<file path="src/design/gasc_pkg.sv">
// Package of the greedy agent schedule cost unit: widths, codes, types.
// Used by every other file of the block but the assertion header; depends on nothing.
package gasc_pkg;

    localparam int MAX_AGENTS  = 8;
    localparam int TIME_WIDTH  = 48;
    localparam int COST_WIDTH  = 63;
    localparam int COUNT_WIDTH = $clog2(MAX_AGENTS + 1);

    typedef logic signed [TIME_WIDTH-1:0] t_time;
    typedef logic [COST_WIDTH-1:0]        t_cost;
    typedef logic [COUNT_WIDTH-1:0]       t_count;

    localparam logic CMD_LOAD = 1'b0;
    localparam logic CMD_ADD  = 1'b1;

    localparam t_time TIME_MAX = {1'b0, {(TIME_WIDTH-1){1'b1}}};
    localparam t_time TIME_MIN = {1'b1, {(TIME_WIDTH-1){1'b0}}};
    localparam t_cost COST_MAX = {COST_WIDTH{1'b1}};

    typedef enum logic [1:0] {
        ST_OK        = 2'd0,
        ST_LOAD_FULL = 2'd1,
        ST_ADD_EMPTY = 2'd2,
        ST_END_SAT   = 2'd3
    } t_status;

    typedef enum logic [1:0] {
        S_IDLE,
        S_END,
        S_COST,
        S_COMMIT
    } t_state;

    typedef struct packed {
        logic latch;
        logic calc_end;
        logic calc_cost;
        logic commit;
    } t_dp_cmd;

endpackage

</file>
<file path="src/design/gasc_ctrl.sv">
// Controller of the schedule cost unit: sequences one transaction through the datapath.
// Depends on gasc_pkg; drives the datapath command struct and both handshakes.
module gasc_ctrl import gasc_pkg::*; (
    input  logic    i_clk,
    input  logic    i_rst_n,
    input  logic    i_in_valid,
    output logic    o_in_ready,
    output logic    o_out_valid,
    input  logic    i_out_ready,
    output t_dp_cmd o_cmd
);

    t_state r_state;
    t_state n_state;
    logic   r_out_valid;
    logic   n_out_valid;
    logic   w_commit_ok;

    assign w_commit_ok = !r_out_valid || i_out_ready;

    always_comb begin
        n_state = r_state;
        unique case (r_state)
            S_IDLE: begin
                if (i_in_valid) begin
                    n_state = S_END;
                end
            end
            S_END: begin
                n_state = S_COST;
            end
            S_COST: begin
                n_state = S_COMMIT;
            end
            S_COMMIT: begin
                if (w_commit_ok) begin
                    n_state = S_IDLE;
                end
            end
            default: begin
                n_state = S_IDLE;
            end
        endcase
    end

    always_comb begin
        o_cmd       = '0;
        o_in_ready  = 1'b0;
        n_out_valid = r_out_valid && !i_out_ready;
        unique case (r_state)
            S_IDLE: begin
                o_in_ready  = 1'b1;
                o_cmd.latch = i_in_valid;
            end
            S_END: begin
                o_cmd.calc_end = 1'b1;
            end
            S_COST: begin
                o_cmd.calc_cost = 1'b1;
            end
            S_COMMIT: begin
                o_cmd.commit = w_commit_ok;
                if (w_commit_ok) begin
                    n_out_valid = 1'b1;
                end
            end
            default: begin
                o_cmd = '0;
            end
        endcase
    end

    always_ff @(posedge i_clk) begin
        if (!i_rst_n) begin
            r_state     <= S_IDLE;
            r_out_valid <= 1'b0;
        end else begin
            r_state     <= n_state;
            r_out_valid <= n_out_valid;
        end
    end

    assign o_out_valid = r_out_valid;

endmodule

</file>
<file path="config.mk">
export PLATFORM = sky130hd
export DESIGN_NAME = gasc_ctrl
export DESIGN_NICKNAME = d
export VERILOG_FILES = /design/src/design/gasc_pkg.sv /design/src/design/gasc_ctrl.sv
export SDC_FILE = /design/constraint.sdc
export NUM_CORES = 1
export LEC_CHECK = 0
export BUFFER_PORTS_ARGS = -buffer_cell sky130_fd_sc_hd__buf_2
export CAP_MARGIN = 15
export CORE_AREA = 8 8 45 47
export DETAILED_ROUTE_END_ITERATION = 7
export DIE_AREA = 0 0 53 55
export GPL_TIMING_DRIVEN = 0
export HOLD_SLACK_MARGIN = 0.06
export PLACE_DENSITY = 0.37
export SLEW_MARGIN = 20
export SYNTH_ARGS = -nofsm -noshare
export SYNTH_HDL_FRONTEND = slang
export SYNTH_SLANG_ARGS = --single-unit
</file>
<file path="constraint.sdc">
create_clock -name i_clk -period 1.33 [get_ports i_clk]
set_input_delay 0.266 -clock i_clk [delete_from_list [all_inputs] [get_ports i_clk]]
set_output_delay 0.266 -clock i_clk [all_outputs]
set_load 0.01 [all_outputs]
</file>
==> impl_metrics.yaml, run 1 <==
sta:
  max-slew-margin-rel: 0.9259
  fmaxAchievable_ghz: 0.7740
  final-setup-viol-count: 0
  skew_ns: 0.0003851
  period_share: 0.9715
  fin_setup_tns_ns: 0
  tightest_slew_ns: 0.1080
  maxSlewViolCount: 0
  grt_setup_unrepaired: "true"
  hold_viol_final: 0
  period_needed_ns: 1.292
placed_design:
  portBuffers: 9
  postPlaceCellArea_um2: 266.5
  dp_hpwl_um: 395.4
  dp.cells: 46
  gp_congestion: 0.6135
grt:
  antenna_found_initial: 0
  grt_overflow_total: 0
  grt_pass1_vias: 203
  grt_use_total: 0.03876
  grt_first_pass_wirelength_um: 752
  grt_max_degree: 5
cells_and_area:
  final_cells: 53
  n_antenna_cell: 0
  drive_gt1_frac: 0.6216
  final_nets: 46
  syn_to_final_growth_pct: 65.22
  fillerInstances: 156
  final_area_um2: 332.8
  fin_util: 0.2405
pwr:
  combPwrFrac: 0.573
  switching_share: 0.3665
  intPower_uw: 474.6
  leakagePower_uw: 0.0001736
  pwr-share-clk: 0.206
  power_switching_uw: 274.5
  seqPwrFrac: 0.221
  worst_ir_drop_vdd_v: 0.0006844
  power_density_nw_per_um2: 2251
synth:
  netlist_instances: 21
  ys_ff_latch: 3
  yosys_warnings: 0
  syn-cell-area_um2: 201.4
  synth_area_leaders: "dfxtp_1 (30%), ha_1 (25%), o21a_1 (7.5%), inv_1 (5.6%), mux2i_1 (5.0%)"
  synth_top_cell_by_area: "dfxtp_1"
  synth_top_area_frac: 0.2981
  syn_area_per_cell_um2: 9.593
  seq_area_frac_synth: 0.2981
  synthDistinctLibCells: 12
  synth_fp_nets: 29
die:
  num_io_pins: 10
  row_count: 14
  coreArea_um2: 1384
  start_util: 0.1456
  dieHeight_um: 55
  die_area_um2: 2915
  fp.dieW_um: 53
drt:
  vias_per_cell: 3.642
  drt_iter0_drc: 0
  wl_um: 475
  ant_nets: 0
  firstDrtPassIters: 1
  vias: 193
  wl_per_cell_um: 8.962
  drc: 0
clock_tree:
  clkTransAtPathRegs_ns: 0.03
  cts-buffers-inserted: 3
  clock_latency_ns: 0.23
  cts_hold_buf: 0
  cts.htree.levels: 1
  root_buffer: "clkbuf_4"
  cts.sinks: 3
  cts.path.max_buffers: 2
  tritoncts: "built"
setup_path:
  worstPathArrival_ns: 1.03
  crit_path_end_kind: "output pin"
  cp-start-kind: "flop"
  required_ns: 1.06
  worstPathMaxFanout: 3
  path_class: "reg -> out"
job:
  cap_violations: 0
run_status:
  status: "complete, no violations"
min_path:
  min_path_type: "in -> reg"
[per-layer routing]
metal,track usage,part of all wire
met1,0.02273,0.27
met2,0.06445,0.61
met3,0.02941,0.11
met4,0.05172,0
met5,0,0
[cells in the mapped netlist]
| cell | count |
|---|---|
| inv_1 | 3 |
| o31a_1 | 1 |
| o21a_1 | 2 |
| and2b_2 | 1 |
| mux2i_1 | 1 |
| and2_1 | 1 |
| nor2b_1 | 1 |
| a21oi_2 | 1 |
| and3b_1 | 1 |
| nand2_1 | 2 |
| ha_1 | 4 |
| dfxtp_1 | 3 |
[repair_timing]
action | in CTS | in global routing
pin swaps | 1 | 0
setup buffers | 3 | 0
gates resized for setup | 5 | 2
setup endpoints to repair | 3 | 2
[final cells by class]
| type | instances | area [um2] | share of cell area |
|---|---|---|---|
| sequential | 3 | 62.56 | 0.1880 |
| timing repair buffer | 12 | 67.56 | 0.2030 |
| clock buffer | 4 | 26.28 | 0.07895 |
| inverter | 3 | 11.26 | 0.03383 |
| tap | 16 | 20.02 | 0.06015 |
| multi-input combinational | 15 | 145.1 | 0.4361 |
[state kept, by name, indices dropped and copies added (netlist names)]
register,cells
o_out_valid,1
r_state,2
[power groups by stage]
stage	registers (uW)	clock network (uW)	logic (uW)
CTS	165	166	408
finish	165	154	430
detailed placement	162	0	317
global route	171	171	488
global placement	161	0	312
floorplan	156	0	217
[cell families (layout without fill, tap and decap cells)]
logic type                 after synthesis  count (layout)  share of synthesized area
AOI/OAI and AO/OA                        4               4                     0.1615
adders and majority gates                4               4                     0.2485
and+or+nand+nor                          6               6                     0.1864
muxes                                    1               1                    0.04969
buffers and inverters                    3              19                    0.05590
DFF                                      3               3                     0.2981
[layout by cell type, fill, tap and decap left out, types with 2 or more instances in the layout]
cell type,netlist,final
buf_2,0,9
clkbuf_4,0,3
buf_4,0,3
inv_2,0,2
o21a_1,2,2
nand2_1,2,2
ha_1,4,2
dfxtp_2,0,2
[path summary, 6_finish.rpt]
kind | startpoint | endpoint | slack, ns | cells past startpoint
worst min register to register | r_state[0] | r_state[0] | 0.59 | 2
worst max register to register | r_state[0] | r_state[0] | 0.16 | 5
worst max-delay path | r_state[0] | o_cmd[3] | 0.04 | 4
worst min-delay path | i_rst_n | o_out_valid | 0.30 | 2
[per-stage QoR]
step / worst slack, ns / hold WS (ns) / total power, uW
2_1_floorplan: 0.1503 / 0.3835 / 373.9
3_3_place_gp: 0.1222 / 0.4973 / 472.6
3_5_place_dp: 0.09986 / 0.5030 / 479.0
4_1_cts: 0.002255 / 0.2897 / 739.6
5_1_grt: -0.02305 / 0.2975 / 829.8
6_report: 0.03795 / 0.2956 / 749.1
[worst max-delay path, stage by stage (launching register included)]
cell,delay [ns]
dfxtp_2,0.34
inv_2,0.05
ha_4,0.15
and2_1,0.12
buf_2,0.13
(Power assumes the default switching activity.)
==> run 2, diff against run 1 <==
--- a/config.mk
+++ b/config.mk
@@ -7,12 +7,14 @@
 export LEC_CHECK = 0
 export BUFFER_PORTS_ARGS = -buffer_cell sky130_fd_sc_hd__buf_2
 export CAP_MARGIN = 15
+export CELL_PAD_IN_SITES_DETAIL_PLACEMENT = 0
+export CELL_PAD_IN_SITES_GLOBAL_PLACEMENT = 2
 export CORE_AREA = 8 8 45 47
 export DETAILED_ROUTE_END_ITERATION = 7
 export DIE_AREA = 0 0 53 55
 export GPL_TIMING_DRIVEN = 0
 export HOLD_SLACK_MARGIN = 0.06
-export PLACE_DENSITY = 0.37
+export PLACE_DENSITY = 0.55
 export SLEW_MARGIN = 20
 export SYNTH_ARGS = -nofsm -noshare
 export SYNTH_HDL_FRONTEND = slang
==> run 2 against run 1 <==
Net effect: worst hold slack improved by 0.0030 ns; cell area rose by 1.1%; wire length is 15% higher; register-to-register slack better by 0.03 ns; die area unchanged; global-route usage rose by 0.22 points; final cell count down 1.9%; clock skew increased by 0.00068 ns; via count up 5.7%; first-iteration DRC count is 2 higher; flip-flop and latch count did not move; fmax is 1.3% lower; highest routed layer unchanged.
==> impl_metrics.yaml, run 2 (synthesized netlist as in run 1, its figures left out) <==
cells_and_area:
  largest-register: "r_state"
  drive_gt1_frac: 0.6667
  final_nets: 45
  final_cell_mix: "buf_2 (8), clkbuf_4 (3)"
  largest_reg_flops: 2
  n_antenna_cell: 0
  syn_to_final_growth_pct: 67.08
  final_common_cell: "buf_2"
  fin_util: 0.2432
sta:
  maxSlewViolCount: 0
  skew_ns: 0.001066
  final-setup-viol-count: 0
  fmaxAchievable_ghz: 0.7642
  period_share: 0.9839
  period_needed_ns: 1.309
  max-slew-margin-rel: 0.9110
  hold_viol_final: 0
  tightest_slew_ns: 0.1298
  grt_setup_unrepaired: "true"
die:
  dieHeight_um: 55
  start_util: 0.1456
  fp.dieW_um: 53
  coreArea_um2: 1384
  die_area_um2: 2915
  num_io_pins: 10
  row_count: 14
grt:
  use_met3: 0.04011
  use_met2: 0.06641
  grt_overflow_total: 0
  grt_use_met1: 0.03480
  antenna_found_initial: 0
  grt_first_pass_wirelength_um: 897
  grt_max_degree: 5
  grt_pass1_vias: 231
  top_usage_layer: "met2"
  grt_use_total: 0.04092
pwr:
  intPower_uw: 497.8
  worst_ir_drop_vdd_v: 0.0008577
  pwr-share-clk: 0.197
  power_switching_uw: 292.1
  switching_share: 0.3698
  combPwrFrac: 0.590
  leakagePower_uw: 0.0001726
  power_uw: 789.9
  power_density_nw_per_um2: 2347
  seqPwrFrac: 0.213
clock_tree:
  cts_hold_buf: 0
  cts.path.max_buffers: 2
  clkTransAtPathRegs_ns: 0.04
  cts-buffers-inserted: 3
  tritoncts: "built"
  cts.sinks: 3
  clock_latency_ns: 0.23
  cts.htree.levels: 1
  root_buffer: "clkbuf_4"
drt:
  drt_iter0_drc: 2
  vias: 204
  firstDrtPassIters: 4
  ant_nets: 0
  wl_per_cell_um: 10.50
  drc: 0
  vias_per_cell: 3.923
  wl_um: 546
placed_design:
  dp_hpwl_um: 388.2
  portBuffers: 9
  gp_congestion: 0.6602
min_path:
  min_path_type: "in -> reg"
  hold_depth: 2
setup_path:
  required_ns: 1.06
  worstPathMaxFanout: 4
  cp_cell_sequence: "inv_2 > ha_4 > and2_4 > buf_6"
  reg2reg_depth: 4
  cp-start-kind: "flop"
  worstPathArrival_ns: 1.04
  crit_path_end_kind: "output pin"
  path_class: "reg -> out"
  cp_slowest_cell: "dfxtp_2"
  critPathMaxStageDelay_ns: 0.35
run_status:
  status: "complete, no violations"
job:
  cap_violations: 0
run 2: changes by cell type in the layout (fill, tap and decap cells not counted):
cell     delta
nor2b_1     -1
and2_1      -1
buf_2       -1
nor2b_2     +1
buf_6       +1
buf_4       -1
and2_4      +1
run 2: power by group through the flow:
| stage | Sequential (uW) | Combinational (uW) | Clock, uW |
|---|---|---|---|
| 3_5_place_dp | 164 | 319 | 0 |
| 6_report | 168 | 466 | 156 |
| 2_1_floorplan | 156 | 217 | 0 |
| 4_1_cts | 167 | 422 | 167 |
| 3_3_place_gp | 164 | 320 | 0 |
| 5_1_grt | 172 | 520 | 176 |
run 2: routing by layer:
metal / up-vias / routed length [um]
met2: 13 / 256
met3: 0 / 100
met1: 92 / 189
li1: 99 / -
met4: 0 / 0
met5: - / 0
run 2: cell type report:
| class | count | area [um2] |
|---|---|---|
| Clock buffer | 4 | 26.28 |
| Fill cell | 170 | 1047 |
| Inverter | 3 | 11.26 |
| Sequential cell | 3 | 62.56 |
| Timing Repair Buffer | 11 | 66.31 |
| Multi-Input combinational cell | 15 | 150.1 |
| Tap cell | 16 | 20.02 |
run 2: metrics by stage:
stage | TNS, ns | hold slack (ns) | setup slack (ns) | cell area, um2 | std cells
detailed placement | 0 | 0.4965 | 0.08011 | 266.5 | 46
floorplan | 0 | 0.3835 | 0.1503 | 201.4 | 21
CTS | 0 | 0.2907 | 0.002076 | 322.8 | 52
global placement | 0 | 0.5034 | 0.09794 | 266.5 | 46
global route | -0.03459 | 0.3086 | -0.02587 | 336.6 | 52
finish | 0 | 0.2986 | 0.02144 | 336.6 | 52
run 2: final timing paths:
kind / startpoint / endpoint / slack [ns]
worst min-delay path: i_rst_n / o_out_valid / 0.30
worst min register to register: r_state[0] / r_state[0] / 0.61
worst max register to register: r_state[0] / r_state[0] / 0.19
worst max-delay path: r_state[0] / o_cmd[3] / 0.02
run 2: what timing repair did:
| action | 4_1_cts | 5_1_grt |
|---|---|---|
| cloned | 0 | 0 |
| gates resized for setup | 6 | 4 |
| setup endpoints to repair | 3 | 2 |
| pin swaps | 0 | 1 |
| setup buffers | 2 | 0 |
run 2: worst max-delay path, delay by kind of cell, from the launching register on:
family,cells,cell delay [ns]
flops,1,0.35
fa+ha+maj,1,0.17
buf+inv,2,0.17
simple gates,1,0.13
==> run 3, diff against run 2 <==
==> constraint.sdc (replaced) <==
create_clock -name i_clk -period 1.35 [get_ports i_clk]
set_input_delay 0.27 -clock i_clk [delete_from_list [all_inputs] [get_ports i_clk]]
set_output_delay 0.27 -clock i_clk [all_outputs]
set_load 0.01 [all_outputs]
==> run 3 against run 2 <==
Net effect: largest power group unchanged; worst setup slack better by 0.0064 ns; critical path depth stayed put; clock skew hardly changed; combinational power is 6.0% lower; cell area is 1.5% lower; via count is 2.5% lower; critical path type unchanged; non-clock buffer count is 1 lower; sequential power is 6% higher; flip-flop and latch count stayed put.
==> impl_metrics.yaml, run 3 (synthesized netlist as in run 1, its figures left out) <==
sta:
  hold_viol_final: 0
  tightest_slew_ns: 0.1019
  maxSlewViolCount: 0
  worst_slack_ns: 0.02785
  period_needed_ns: 1.322
  skew_ns: 0.0009181
  grt_setup_unrepaired: "true"
  final-setup-viol-count: 0
  max-slew-margin-rel: 0.9302
  period_share: 0.9794
  fmaxAchievable_ghz: 0.7563
  fin_setup_tns_ns: 0
drt:
  drt_iter0_drc: 3
  wl_um: 547
  drc: 0
  vias_per_cell: 3.902
  vias: 199
  wl_per_cell_um: 10.73
  firstDrtPassIters: 2
  ant_nets: 0
grt:
  antenna_found_initial: 0
  grt_use_total: 0.03928
  grt_first_pass_wirelength_um: 848
  grt_pass1_vias: 204
  grt_overflow_total: 0
  grt_max_degree: 5
pwr:
  leakagePower_uw: 0.0001676
  switching_share: 0.3744
  seqPwrFrac: 0.231
  pwr-share-clk: 0.200
  power_switching_uw: 288.1
  worst_ir_drop_vdd_v: 0.0008560
  combPwrFrac: 0.570
  power_density_nw_per_um2: 2321
  intPower_uw: 481.4
clock_tree:
  clkTransAtPathRegs_ns: 0.04
  cts.htree.levels: 1
  tritoncts: "built"
  cts-buffers-inserted: 3
  root_buffer: "clkbuf_4"
  clock_latency_ns: 0.23
  cts.sinks: 3
  cts.path.max_buffers: 2
  cts_hold_buf: 0
setup_path:
  cp_slowest_cell: "dfxtp_4"
  worstPathArrival_ns: 1.05
  critPathMaxStageDelay_ns: 0.36
  path_class: "reg -> out"
  crit_path_end_kind: "output pin"
  cp_cell_sequence: "inv_2 > ha_4 > and2_4 > buf_6"
  cp-start-kind: "flop"
  cp_top_family: "flip-flops"
  required_ns: 1.08
  cp.buffers_inverters: 2
  worstPathMaxFanout: 4
placed_design:
  dp_hpwl_um: 388.2
  place_ws_ns: 0.09611
  gp_congestion: 0.6602
  portBuffers: 9
cells_and_area:
  drive_gt1_frac: 0.6571
  syn_to_final_growth_pct: 64.60
  n_antenna_cell: 0
  largest_reg_flops: 2
  final_nets: 44
  fin_util: 0.2396
  largest-register: "r_state"
  final_cell_mix: "buf_2 (8), clkbuf_4 (3)"
  final_common_cell: "buf_2"
min_path:
  min_path_type: "in -> reg"
job:
  cap_violations: 0
die:
  dieHeight_um: 55
  start_util: 0.1456
  fp.dieW_um: 53
  row_count: 14
  die_area_um2: 2915
  coreArea_um2: 1384
  num_io_pins: 10
run_status:
  status: "complete, no violations"
## run 3: final timing paths
path,startpoint,to,slack (ns),cells after the start
max,r_state[1],o_cmd[3],0.03,4
min,i_rst_n,o_out_valid,0.30,2
max reg2reg,r_state[1],r_state[0],0.20,4
min reg2reg,r_state[1],r_state[1],0.50,2
## run 3: metal layers
metal  global-route usage  vias up  part of all wire
met4              0.01293        0                 0
li1                     -       97                 -
met2              0.06055       10              0.45
met1              0.03480       92              0.37
met5                    0        -                 0
met3              0.04011        0              0.17
## run 3: cell type report
cell class / count / area (um2)
Timing Repair Buffer: 10 / 58.81
Sequential cell: 3 / 65.06
Inverter: 3 / 11.26
Multi-Input combinational cell: 15 / 150.1
Clock buffer: 4 / 26.28
Tap cell: 16 / 20.02
Fill cell: 169 / 1052
## run 3: power by group through the flow
stage / Combinational, uW / Clock (uW) / Sequential, uW
5_1_grt: 483 / 173 / 181
6_report: 438 / 154 / 178
2_1_floorplan: 214 / 0 / 154
3_3_place_gp: 315 / 0 / 162
3_5_place_dp: 314 / 0 / 162
4_1_cts: 391 / 164 / 168
## run 3: timing repair
| item | in CTS | in global routing |
|---|---|---|
| pin swaps | 0 | 1 |
| setup buffers | 1 | 0 |
| setup endpoints to repair | 3 | 2 |
| resized for setup | 6 | 5 |
## run 3: stage by stage
stage | hold slack, ns | total power, uW | instance area, um2 | instances
2_1_floorplan | 0.3875 | 368.4 | 201.4 | 21
3_5_place_dp | 0.4965 | 475.6 | 266.5 | 46
6_report | 0.2997 | 769.5 | 331.6 | 51
4_1_cts | 0.2947 | 723.3 | 315.3 | 51
3_3_place_gp | 0.5034 | 477.3 | 266.5 | 46
5_1_grt | 0.3126 | 837.3 | 331.6 | 51
